<file path="src/hdl/slist_pkg.sv">
package slist_pkg;

	// request operation codes
	localparam logic [2:0] FUNC_FRONT   = 3'd0;
	localparam logic [2:0] FUNC_ORDERED = 3'd1;
	localparam logic [2:0] FUNC_DELETE  = 3'd2;
	localparam logic [2:0] FUNC_SEARCH  = 3'd3;
	localparam logic [2:0] FUNC_CLEAR   = 3'd4;

	localparam int unsigned VALUE_W = 32;
	localparam int unsigned OCC_W   = 5;

	// token that walks the cell chain, one cell per cycle
	typedef struct packed {
		logic               active;
		logic [2:0]         op;
		logic [VALUE_W-1:0] value;  // request value, or the carried entry while shifting
		logic               shift;  // insert: carrying; delete/search: match found
		logic               done;   // insert: value has landed in a free cell
	} slist_tok_t;

endpackage

</file>
<file path="src/hdl/slist_cell.sv">
module slist_cell
	import slist_pkg::*;
(
	input  logic               clk,
	input  logic               arst_n,
	input  logic               clr,
	input  logic               descending_order,
	input  slist_tok_t         tok_i,
	input  logic [VALUE_W-1:0] next_entry,
	input  logic               next_occ,
	output slist_tok_t         tok_o,
	output logic [VALUE_W-1:0] entry,
	output logic               occ
);

	logic [VALUE_W-1:0] entry_q;
	logic               occ_q;
	slist_tok_t         tok_q;

	logic [VALUE_W-1:0] nxt_entry;
	logic               nxt_occ;
	slist_tok_t         nxt_tok;
	logic               before_here;
	logic               equal;

	assign equal = occ_q && (entry_q == tok_i.value);

	// ordered insert goes in front of the first entry at or past the value
	always_comb begin
		if (descending_order) begin
			before_here = $signed(entry_q) <= $signed(tok_i.value);
		end else begin
			before_here = $signed(entry_q) >= $signed(tok_i.value);
		end
	end

	always_comb begin
		nxt_entry = entry_q;
		nxt_occ   = occ_q;
		nxt_tok   = tok_i;
		if (tok_i.active) begin
			case (tok_i.op) inside
				FUNC_FRONT, FUNC_ORDERED: begin
					if (!tok_i.done) begin
						if (!occ_q) begin
							nxt_entry    = tok_i.value;
							nxt_occ      = 1'b1;
							nxt_tok.done = 1'b1;
						end else if (tok_i.shift || tok_i.op == FUNC_FRONT || before_here) begin
							// take the carried value, hand the old entry on
							nxt_entry     = tok_i.value;
							nxt_tok.value = entry_q;
							nxt_tok.shift = 1'b1;
						end
					end
				end
				FUNC_DELETE: begin
					if (tok_i.shift || equal) begin
						// close the gap: pull the right neighbor in
						nxt_entry     = next_entry;
						nxt_occ       = next_occ;
						nxt_tok.shift = 1'b1;
					end
				end
				FUNC_SEARCH: begin
					if (equal) begin
						nxt_tok.shift = 1'b1;
					end
				end
				default: begin
				end
			endcase
		end
	end

	always_ff @(posedge clk or negedge arst_n) begin
		if (!arst_n) begin
			occ_q <= 1'b0;
			tok_q <= '0;
		end else begin
			occ_q <= clr ? 1'b0 : nxt_occ;
			tok_q <= nxt_tok;
		end
	end

	always_ff @(posedge clk) begin
		entry_q <= nxt_entry;
	end

	assign tok_o = tok_q;
	assign entry = entry_q;
	assign occ   = occ_q;

endmodule

</file>
<file path="src/hdl/sorted_list_engine_top.sv">
// sorted list engine: a bounded list of signed 32-bit values kept in a chain of cells
//
// request channel: in_valid / in_stall with func and value; a request is taken at
// a rising edge with in_valid high and in_stall low. result channel: out_valid /
// out_stall with hit, rejected and occupancy, one result per request, in order.
// cfg_we / cfg_wdata write the descending_order bit; write it only while idle.
//
// insert front, ordered insert, delete and search send a token down the chain,
// one cell per cycle; the result is registered when the token leaves the last
// cell; no new request is taken while it is in the chain. clear, an insert into
// a full list and unused codes skip the chain, are registered as they are taken,
// and can follow each other every cycle while the result is not stalled.
//
// reset empties the list and clears descending_order; entry values are not reset.
// while the result register is full and stalled, no new request is taken, so a
// stalled result simply holds until the receiver takes it.
module sorted_list_engine_top
	import slist_pkg::*;
#(
	parameter int unsigned CAPACITY = 16
) (
	input  logic                      clk,
	input  logic                      arst_n,
	input  logic                      cfg_we,
	input  logic                      cfg_wdata,
	input  logic                      in_valid,
	output logic                      in_stall,
	input  logic [2:0]                func,
	input  logic signed [VALUE_W-1:0] value,
	output logic                      out_valid,
	input  logic                      out_stall,
	output logic                      hit,
	output logic                      rejected,
	output logic [OCC_W-1:0]          occupancy
);

	localparam int unsigned CW = $clog2(CAPACITY + 1);

	// control registers
	logic          descending_q;
	logic          busy_q;
	logic [CW-1:0] count_q;
	logic          out_valid_q;
	logic          hit_q;
	logic          rejected_q;
	logic [CW-1:0] occ_count_q;

	// cell chain wiring; tok[i] enters cell i, tok[CAPACITY] leaves the last cell
	slist_tok_t         tok [CAPACITY+1];
	logic [VALUE_W-1:0] entry_w [CAPACITY+1];
	logic               occ_w [CAPACITY+1];

	logic          launch;
	logic          is_insert;
	logic          walks_chain;
	logic          full;
	logic          immediate;
	logic          clr;
	slist_tok_t    tok_start;
	slist_tok_t    tok_end;
	logic [CW+OCC_W-1:0] occ_ext;

	// one request at a time; the result register is free whenever a request is taken
	assign in_stall = busy_q || (out_valid_q && out_stall);
	assign launch   = in_valid && !in_stall;

	assign full      = (count_q == CW'(CAPACITY));
	assign is_insert = (func == FUNC_FRONT) || (func == FUNC_ORDERED);
	assign walks_chain = is_insert || (func == FUNC_DELETE) || (func == FUNC_SEARCH);
	// clear, unused codes and an insert into a full list never send a token down the chain
	assign immediate = !walks_chain || (is_insert && full);
	assign clr       = launch && (func == FUNC_CLEAR);

	always_comb begin
		tok_start        = '0;
		tok_start.active = launch && !immediate;
		tok_start.op     = func;
		tok_start.value  = value;
	end

	assign tok[0] = tok_start;

	// past the last cell there is nothing to pull in on delete
	assign entry_w[CAPACITY] = '0;
	assign occ_w[CAPACITY]   = 1'b0;

	for (genvar i = 0; i < CAPACITY; i++) begin : g_cell
		slist_cell u_cell (
			.clk              (clk),
			.arst_n           (arst_n),
			.clr              (clr),
			.descending_order (descending_q),
			.tok_i            (tok[i]),
			.next_entry       (entry_w[i+1]),
			.next_occ         (occ_w[i+1]),
			.tok_o            (tok[i+1]),
			.entry            (entry_w[i]),
			.occ              (occ_w[i])
		);
	end

	assign tok_end = tok[CAPACITY];

	always_ff @(posedge clk or negedge arst_n) begin
		if (!arst_n) begin
			descending_q <= 1'b0;
		end else if (cfg_we) begin
			descending_q <= cfg_wdata;
		end
	end

	always_ff @(posedge clk or negedge arst_n) begin
		if (!arst_n) begin
			busy_q      <= 1'b0;
			count_q     <= '0;
			out_valid_q <= 1'b0;
		end else begin
			if (out_valid_q && !out_stall) begin
				out_valid_q <= 1'b0;
			end
			if (launch) begin
				if (immediate) begin
					out_valid_q <= 1'b1;
					if (clr) begin
						count_q <= '0;
					end
				end else begin
					busy_q <= 1'b1;
					// an accepted insert always lands, so count it now
					if (is_insert) begin
						count_q <= count_q + CW'(1);
					end
				end
			end
			if (tok_end.active) begin
				busy_q      <= 1'b0;
				out_valid_q <= 1'b1;
				if (tok_end.op == FUNC_DELETE && tok_end.shift) begin
					count_q <= count_q - CW'(1);
				end
			end
		end
	end

	// result payload
	always_ff @(posedge clk) begin
		if (launch && immediate) begin
			hit_q       <= 1'b0;
			rejected_q  <= is_insert && full;
			occ_count_q <= clr ? '0 : count_q;
		end
		if (tok_end.active) begin
			hit_q      <= tok_end.shift &&
			              (tok_end.op == FUNC_DELETE || tok_end.op == FUNC_SEARCH);
			rejected_q <= 1'b0;
			if (tok_end.op == FUNC_DELETE && tok_end.shift) begin
				occ_count_q <= count_q - CW'(1);
			end else begin
				occ_count_q <= count_q;
			end
		end
	end

	// occupancy reports the low bits of the count
	assign occ_ext   = {{OCC_W{1'b0}}, occ_count_q};
	assign occupancy = occ_ext[OCC_W-1:0];
	assign out_valid = out_valid_q;
	assign hit       = hit_q;
	assign rejected  = rejected_q;

endmodule
</file>
<file path="config.mk">
export PLATFORM = sky130hd
export DESIGN_NAME = sorted_list_engine_top
export DESIGN_NICKNAME = d
export VERILOG_FILES = /design/src/hdl/slist_pkg.sv /design/src/hdl/slist_cell.sv /design/src/hdl/sorted_list_engine_top.sv
export SDC_FILE = /design/constraint.sdc
export NUM_CORES = 2
export LEC_CHECK = 0
export CAP_MARGIN = 15
export CORE_UTILIZATION = 47
export CTS_BUF_LIST = sky130_fd_sc_hd__clkbuf_16
export DETAILED_ROUTE_END_ITERATION = 7
export DONT_BUFFER_PORTS = 1
export GPL_TIMING_DRIVEN = 0
export SYNTH_ARGS = -nofsm -noshare
export SYNTH_HDL_FRONTEND = slang
export SYNTH_SLANG_ARGS = --single-unit
</file>
<file path="constraint.sdc">
create_clock -name clk -period 8.97 [get_ports clk]
set_clock_uncertainty 0.15 [all_clocks]
set_input_delay 0.4485 -clock clk [delete_from_list [all_inputs] [get_ports clk]]
set_output_delay 0.4485 -clock clk [all_outputs]
set_load 0.005 [all_outputs]
</file>
== Yosys cells after proc, flatten, opt, wreduce, memory -nomap -nowiden ==
Index checks and enable logic that the tools add are counted.

* Multiplexer cells: 413
* Equality and inequality tests: 115
* Order comparisons: 32
* Add/subtract/negate cells: 2
* Reduce and logical (&&, ||, !) cells: 228

{| class="wikitable"
|+ Operators with widths
! kind !! count
|-
| $mux 32 || 110
|-
| $mux 33 || 30
|-
| $mux 34 || 29
|-
| $eq 32x32->1 || 16
|-
| $ge 32x32->1 || 16
|-
| $le 32x32->1 || 16
|-
| $mux 1 || 233
|-
| $eq 3x2->1 const B || 34
|-
| $reduce_bool 2->1 || 50
|-
| $reduce_bool 3->1 || 32
|-
| $ne 3x3->1 const B || 31
|-
| $reduce_and 5->1 || 15
|-
| $reduce_and 4->1 || 16
|-
| $logic_or 1x1->1 || 52
|-
| $eq 3x1->1 const B || 16
|-
| $logic_not 3->1 || 16
|-
| $mux 5 || 9
|-
| $reduce_or 2->1 || 16
|-
| $ne 2x2->1 const B || 15
|-
| $logic_and 1x1->1 || 25
|-
| $add 5x1->5 const B || 1
|-
| $eq 5x5->1 const B || 1
|-
| $sub 5x1->5 const B || 1
|-
| $logic_not 1->1 || 4
|-
| other kinds (5) || 6
|}

* Logic and storage cells: 907
* Bits in registers: 1,118
* Output and inout port bits: 9
* Bits of input ports: 41

== Logic depth before layout (Yosys ltp) ==
* Depth in word-level cells: 10
* Mapped depth: 13

== By module ==
A second synthesis with hierarchy kept.

* Cells, all modules: 4,581
* Area total of the unflattened synthesis: 61,714.2 um2

{| class="wikitable"
|+ By module, submodules not included
! module !! times used !! area an instance (um2) !! cells an instance
|-
| slist_cell (g_cell[0].u_cell ...) || 11 || 3,783.6 || 278
|-
| slist_cell (g_cell[5].u_cell ...) || 5 || 3,819.9 || 283
|-
| sorted_list_engine_top || 1 || 994.7 || 108
|}

== Worst setup path before layout ==
Ideal clock, no wire load.

* Path kind: reg-to-reg
* Start point: register g_cell[10].u_cell.entry_q[25]
* End point: register g_cell[10].u_cell.entry_q[0], enable pin
* Clock period less this slack: 4.368 ns
* Setup slack: 4.602 ns
* Stages on the path, launching flop included: 10
* Arrival: 3.778 ns
* Cells stage by stage: edfxtp_1 -> ha_1 -> nand4_1 -> or4_1 -> or3_1 -> nor2_1 -> o21ai_0 -> o22ai_1 -> nand3_1 -> a41oi_1

* Longest elaborated chain between the ends: 5
* Elaborated cells between the ends (all ways): 10
* Classes of those cells: order compare: 2; eq/ne: 2; mux: 1; reduce/logical: 5

{| class="wikitable"
|+ Ends and longest elaborated chain
! element !! line !! source
|-
| from (decl) || slist_cell.sv:16 || <nowiki>logic [VALUE_W-1:0] entry_q;</nowiki>
|-
| from (signal assigned) || slist_cell.sv:87 || <nowiki>entry_q <= nxt_entry;</nowiki>
|-
| $ge 32x32->1 (tied with other cells) || slist_cell.sv:33 || <nowiki>before_here = $signed(entry_q) >= $signed(tok_i.value);</nowiki>
|-
| $mux 1 / $logic_and 1x1->1 (equally long branches) || slist_cell.sv:30, slist_cell.sv:26 ||
|-
| $logic_or 1x1->1 (on tied branches) || slist_cell.sv:49, slist_cell.sv:58 ||
|-
| $ne 3x3->1 (no source line) / $reduce_bool 2->1 (equally long branches) || n/a ||
|-
| $reduce_and 5->1 (no source line) (*) || n/a ||
|}

Every way passes the cells marked *; elsewhere a longest branch is shown, timed or not.
A chain may end at the register's enable or synchronous reset.

==> results <==
- The minimum setup slack among reg-to-reg paths is 4.78 ns.
- The final critical-path required period is roughly 4.2 ns.
- Once detail routing completed, the nets flagged for antenna violations numbered 0.
- The clock transition time at the flip-flop clock pins of the worst setup and hold paths is around 0.06 ns.
- The critical path data arrival time is 4.61 ns.
- In this run, post-CTS repair resized a total of 0 instances.
- For met2 alone, demand over resource in global routing was 0.379.
- The remaining max-slew budget at the tightest pin is -0.579.
- The peak fanout along the critical path is 10.
- The critical path is of the reg -> reg type.
- The proportion of layout cells with a drive suffix above 1 is 0.233.
- The first global-routing pass estimated 216 mm of wire.
- The maximum count of clock buffers along a single path is 3.
- For this run, the register share of the synthesized area comes to 0.532.
- Synthesis produced a netlist with a net count of 5082.
- The half-perimeter wire length after detailed placement is 103 mm.
- For this run, the total global-route usage over all layers was measured as 0.227.
- The detailed router's first-iteration violation count is approximately 2300.
- The die outline height is 352 µm.
- For the worst-skew pair, the clock arrives at the later sink with an insertion delay of 0.71 ns.
- The most congested layer reported by global routing is met2.
- edfxtp_1 takes more of the synthesized area than any other cell.
- The worst register-to-register path ends at g_cell[4].u_cell.tok_o[7]$_DFF_PN0_.
- The checks that failed: negative hold slack, max-slew violations.
- The run finished, with violations left.
- Dividing the final minimum period by the clock period gives 0.467.
- The remaining global-route overflow is 0.
- The congestion estimate from routability-driven global placement came to ~0.87.
- TritonCTS built the clock tree.
- Relative to the synthesized area, the layout overhead comes to 12.0%.
- For the worst flop-to-flop path, the logic depth is 10.
- The primary flip-flop cell chosen by synthesis mapping is dfrtp_1.
- The initial antenna violation count is 0.
- Of the total power, the share spent switching nets is 0.271.
- The count of pins on the block boundary is 50.
- The die is between 300 and 400 µm wide.
- Of the total power, registers draw 0.482.
- The share of total power dissipated in the clock network is 0.365.
- The via count of the first global-routing pass is 36900.
- After floorplanning, the core was divided into approximately 130 placement rows.
- The hold violation total from the final report is 599.
- The number of design rule violations left after detail routing is 0.
- The slack of the critical path is about 4.8 ns.
- The pre-CTS setup slack is approximately 4.8 ns.
- The total negative setup slack is 0 ns.
- In the global route stage, met1 resource usage came out at 0.310.
- Buffers placed on the I/O ports in this run total 0.
- The routed design has 137 mm of wire.
- The number of warnings issued by yosys is 0.
- The region available for standard cell placement spans roughly 120000 µm².
- In this run the clock root is driven by a clkbuf_16.
- The quantity of hold-fixing buffers added after cts is 38.
- The power per cell area is 207 nW/µm².
- The count of flip-flops with a built-in enable after synthesis is 518.
- The required time at the endpoint of the critical path is 9.40 ns.
- At the pin with the least slew margin, the transition time is roughly 2.4 ns.
- Across the VDD grid, the largest voltage drop is 170 µV.
- 0 antenna diodes ended up in the layout.
- In this run, synthesis produced a sequential element count of 1118.
- The total power consumption of the routed design is 13300 µW.
- Setup violations remaining at the end of the flow were counted as 0.
- Leaving out fill and tap cells, the most frequent cells in the layout are mux2_2, dfrtp_1, inv_1.
- The fraction of registers with async set or reset after synthesis is 0.536.
- The number of vias per cell is 5.52.
- The most common cell after layout, fill and taps aside is mux2_2.
- The worst hold path belongs to the class in -> async.
- Traced cell by cell, the critical path runs through ha_1 -> nand2_1 -> nor4_1 -> o2111ai_1 -> o211ai_1 -> mux2i_1 -> nor3_1 -> nand2_1 -> buf_1 -> mux2_2.
- A synthesized cell averages about 13 µm².
- Summed over all nets, the switching power comes to 3610 µW.
- The initial utilization of the core area, before any placement, comes to 0.476.
- The largest incremental delay on the critical path is approximately 0.8 ns.
- The final-layout worst hold slack is -0.719 ns.
- The TritonCTS sink count is around 1100.
- STA classifies the critical path startpoint as a flop.
- The detailed router placed around 35000 vias in this run.
- The launch point of the worst path is g_cell[4].u_cell.entry[23]$_DFFE_PP_.
- Entering global routing, the biggest net connects 600 pins.
- The routed wirelength normalized by instance count is 21.4 µm.
- The number of slew-limit violations in the final report came to 476.
- In the synthesized netlist, the number of instances is 4527.
- The element type at the critical path end is a flop.
- The post-synth design cell area is 57400 µm².
- The total leakage power is between 0.02 and 0.03 µW.
- The buffer count from post-CTS setup fixing is 0.
- The max-cap check violation count is 0.
- The startpoint of the most critical register-to-register path is g_cell[4].u_cell.entry[23]$_DFFE_PP_.
- The highest attainable clock frequency is 239 MHz.
- The cell repeated most along the worst path is nand2_1.
- The total clock buffers created by CTS is 120.
- Setup repair after global routing left no endpoint under its margin.
- The routing usage on met3 is 0.0314.
- The number of library cell types mapped by synthesis is 73.
- Cell internal power was estimated by the tool at slightly below 10000 µW.
- In the final design database the tool counted roughly 5300 nets.
- The die area is 124000 µm².
- The combinational share of power is 0.152.
- The critical path's slowest cell is nor4_1.
- The H-tree level count is 3.
- The most critical setup path has its endpoint at g_cell[4].u_cell.tok_o[7]$_DFF_PN0_.
- Sorting the synthesized cells by area gives the leading types as edfxtp_1, dfrtp_1, mux2_2.
- The share of synthesized area in the top cell type comes to 0.271.
- The utilization of the core after routing is 0.534.
- The iteration count of the initial detailed-routing pass is 5.
==> flip-flops by register name, indices dropped and copies added (netlist names) <==
name                 count
busy_q                   1
out_valid                1
g_cell.u_cell.occ       16
rejected                 1
g_cell.u_cell.entry    512
descending_q             1
hit                      1
occupancy                5
g_cell.u_cell.tok_o    575
count_q                  5
==> power by group through the flow <==
| stage | clock network (µW) | logic, µW | registers (µW) |
|---|---|---|---|
| after global routing | 5170 | 2300 | 6480 |
| after global placement | 0 | 1890 | 6510 |
| after CTS | 4970 | 2040 | 6430 |
| final | 4870 | 2030 | 6420 |
| after floorplan | 0 | 1540 | 6280 |
| after detailed placement | 0 | 2000 | 6520 |
==> Yosys cell counts, types with 22 or more instances <==
master and instances:
a21oi_1 186, nand4_1 113, o211ai_1 25, inv_1 548, o21ai_0 188, dfrtp_1 599, clkbuf_1 77, ha_1 514
mux2_4 58, nor2b_1 35, nand3_1 32, a211oi_1 22, xnor2_1 23, buf_2 34, mux2_2 794, nand2_1 194
edfxtp_1 518, a21o_1 141, nor3_1 85, nor2_1 73
==> through the flow <==
stage	instance area (µm²)	cells
after floorplan	57400	4527
after global placement	59500	6139
after detailed placement	60100	6156
after CTS	64300	6421
after global routing	64300	6421
final	64300	6421
==> worst min path at each step <==
| stage | slack, ns | cells after the start | end |
|---|---|---|---|
| floorplan | 0.003 | 0 | busy_q$_DFFE_PN0P_ |
| finish | -0.72 | 0 | g_cell[14].u_cell.tok_o[8]$_DFF_PN0_ |
| global route | -0.76 | 0 | g_cell[14].u_cell.tok_o[8]$_DFF_PN0_ |
| CTS | -0.76 | 0 | g_cell[14].u_cell.tok_o[8]$_DFF_PN0_ |
| global placement | 0.01 | 0 | g_cell[14].u_cell.tok_o[8]$_DFF_PN0_ |
| detailed placement | 0.02 | 0 | g_cell[14].u_cell.tok_o[8]$_DFF_PN0_ |
==> area by class of cell <==
type	count	area, µm²
Sequential cell	1118	30600
Timing Repair Buffer	55	790
Buffer	125	626
Multi-Input combinational cell	2735	24500
Clock buffer	125	3130
Fill cell	10300	56300
Inverter	549	2060
Clock inverter	102	704
Tap cell	1612	2020
==> critical path, delay by kind of cell, from the launching register on <==
family | cells | cell delay, ns
adders and majority gates | 1 | 0.34
DFF | 1 | 0.44
AOI/OAI and AO/OA | 2 | 0.50
buffers and inverters | 1 | 0.55
muxes | 2 | 0.86
and+or+nand+nor | 4 | 1.22
==> per-layer routing <==
layer,share of wire,up-vias
met5,0,-
met4,0.023,0
met3,0.038,191
met2,0.48,595
met1,0.46,17900
li1,-,16800
==> kinds of logic after synthesis <==
family	after synthesis	synth area share
AO/OA/AOI/OAI	674	0.0728
flip-flops	1118	0.532
buffers and inverters	674	0.0467
multiplexers	859	0.172
AND/OR/NAND/NOR	658	0.0596
XOR/XNOR	30	0.00457
adder cells (fa/ha/maj)	514	0.112
Power figures use the tool's default switching activity.
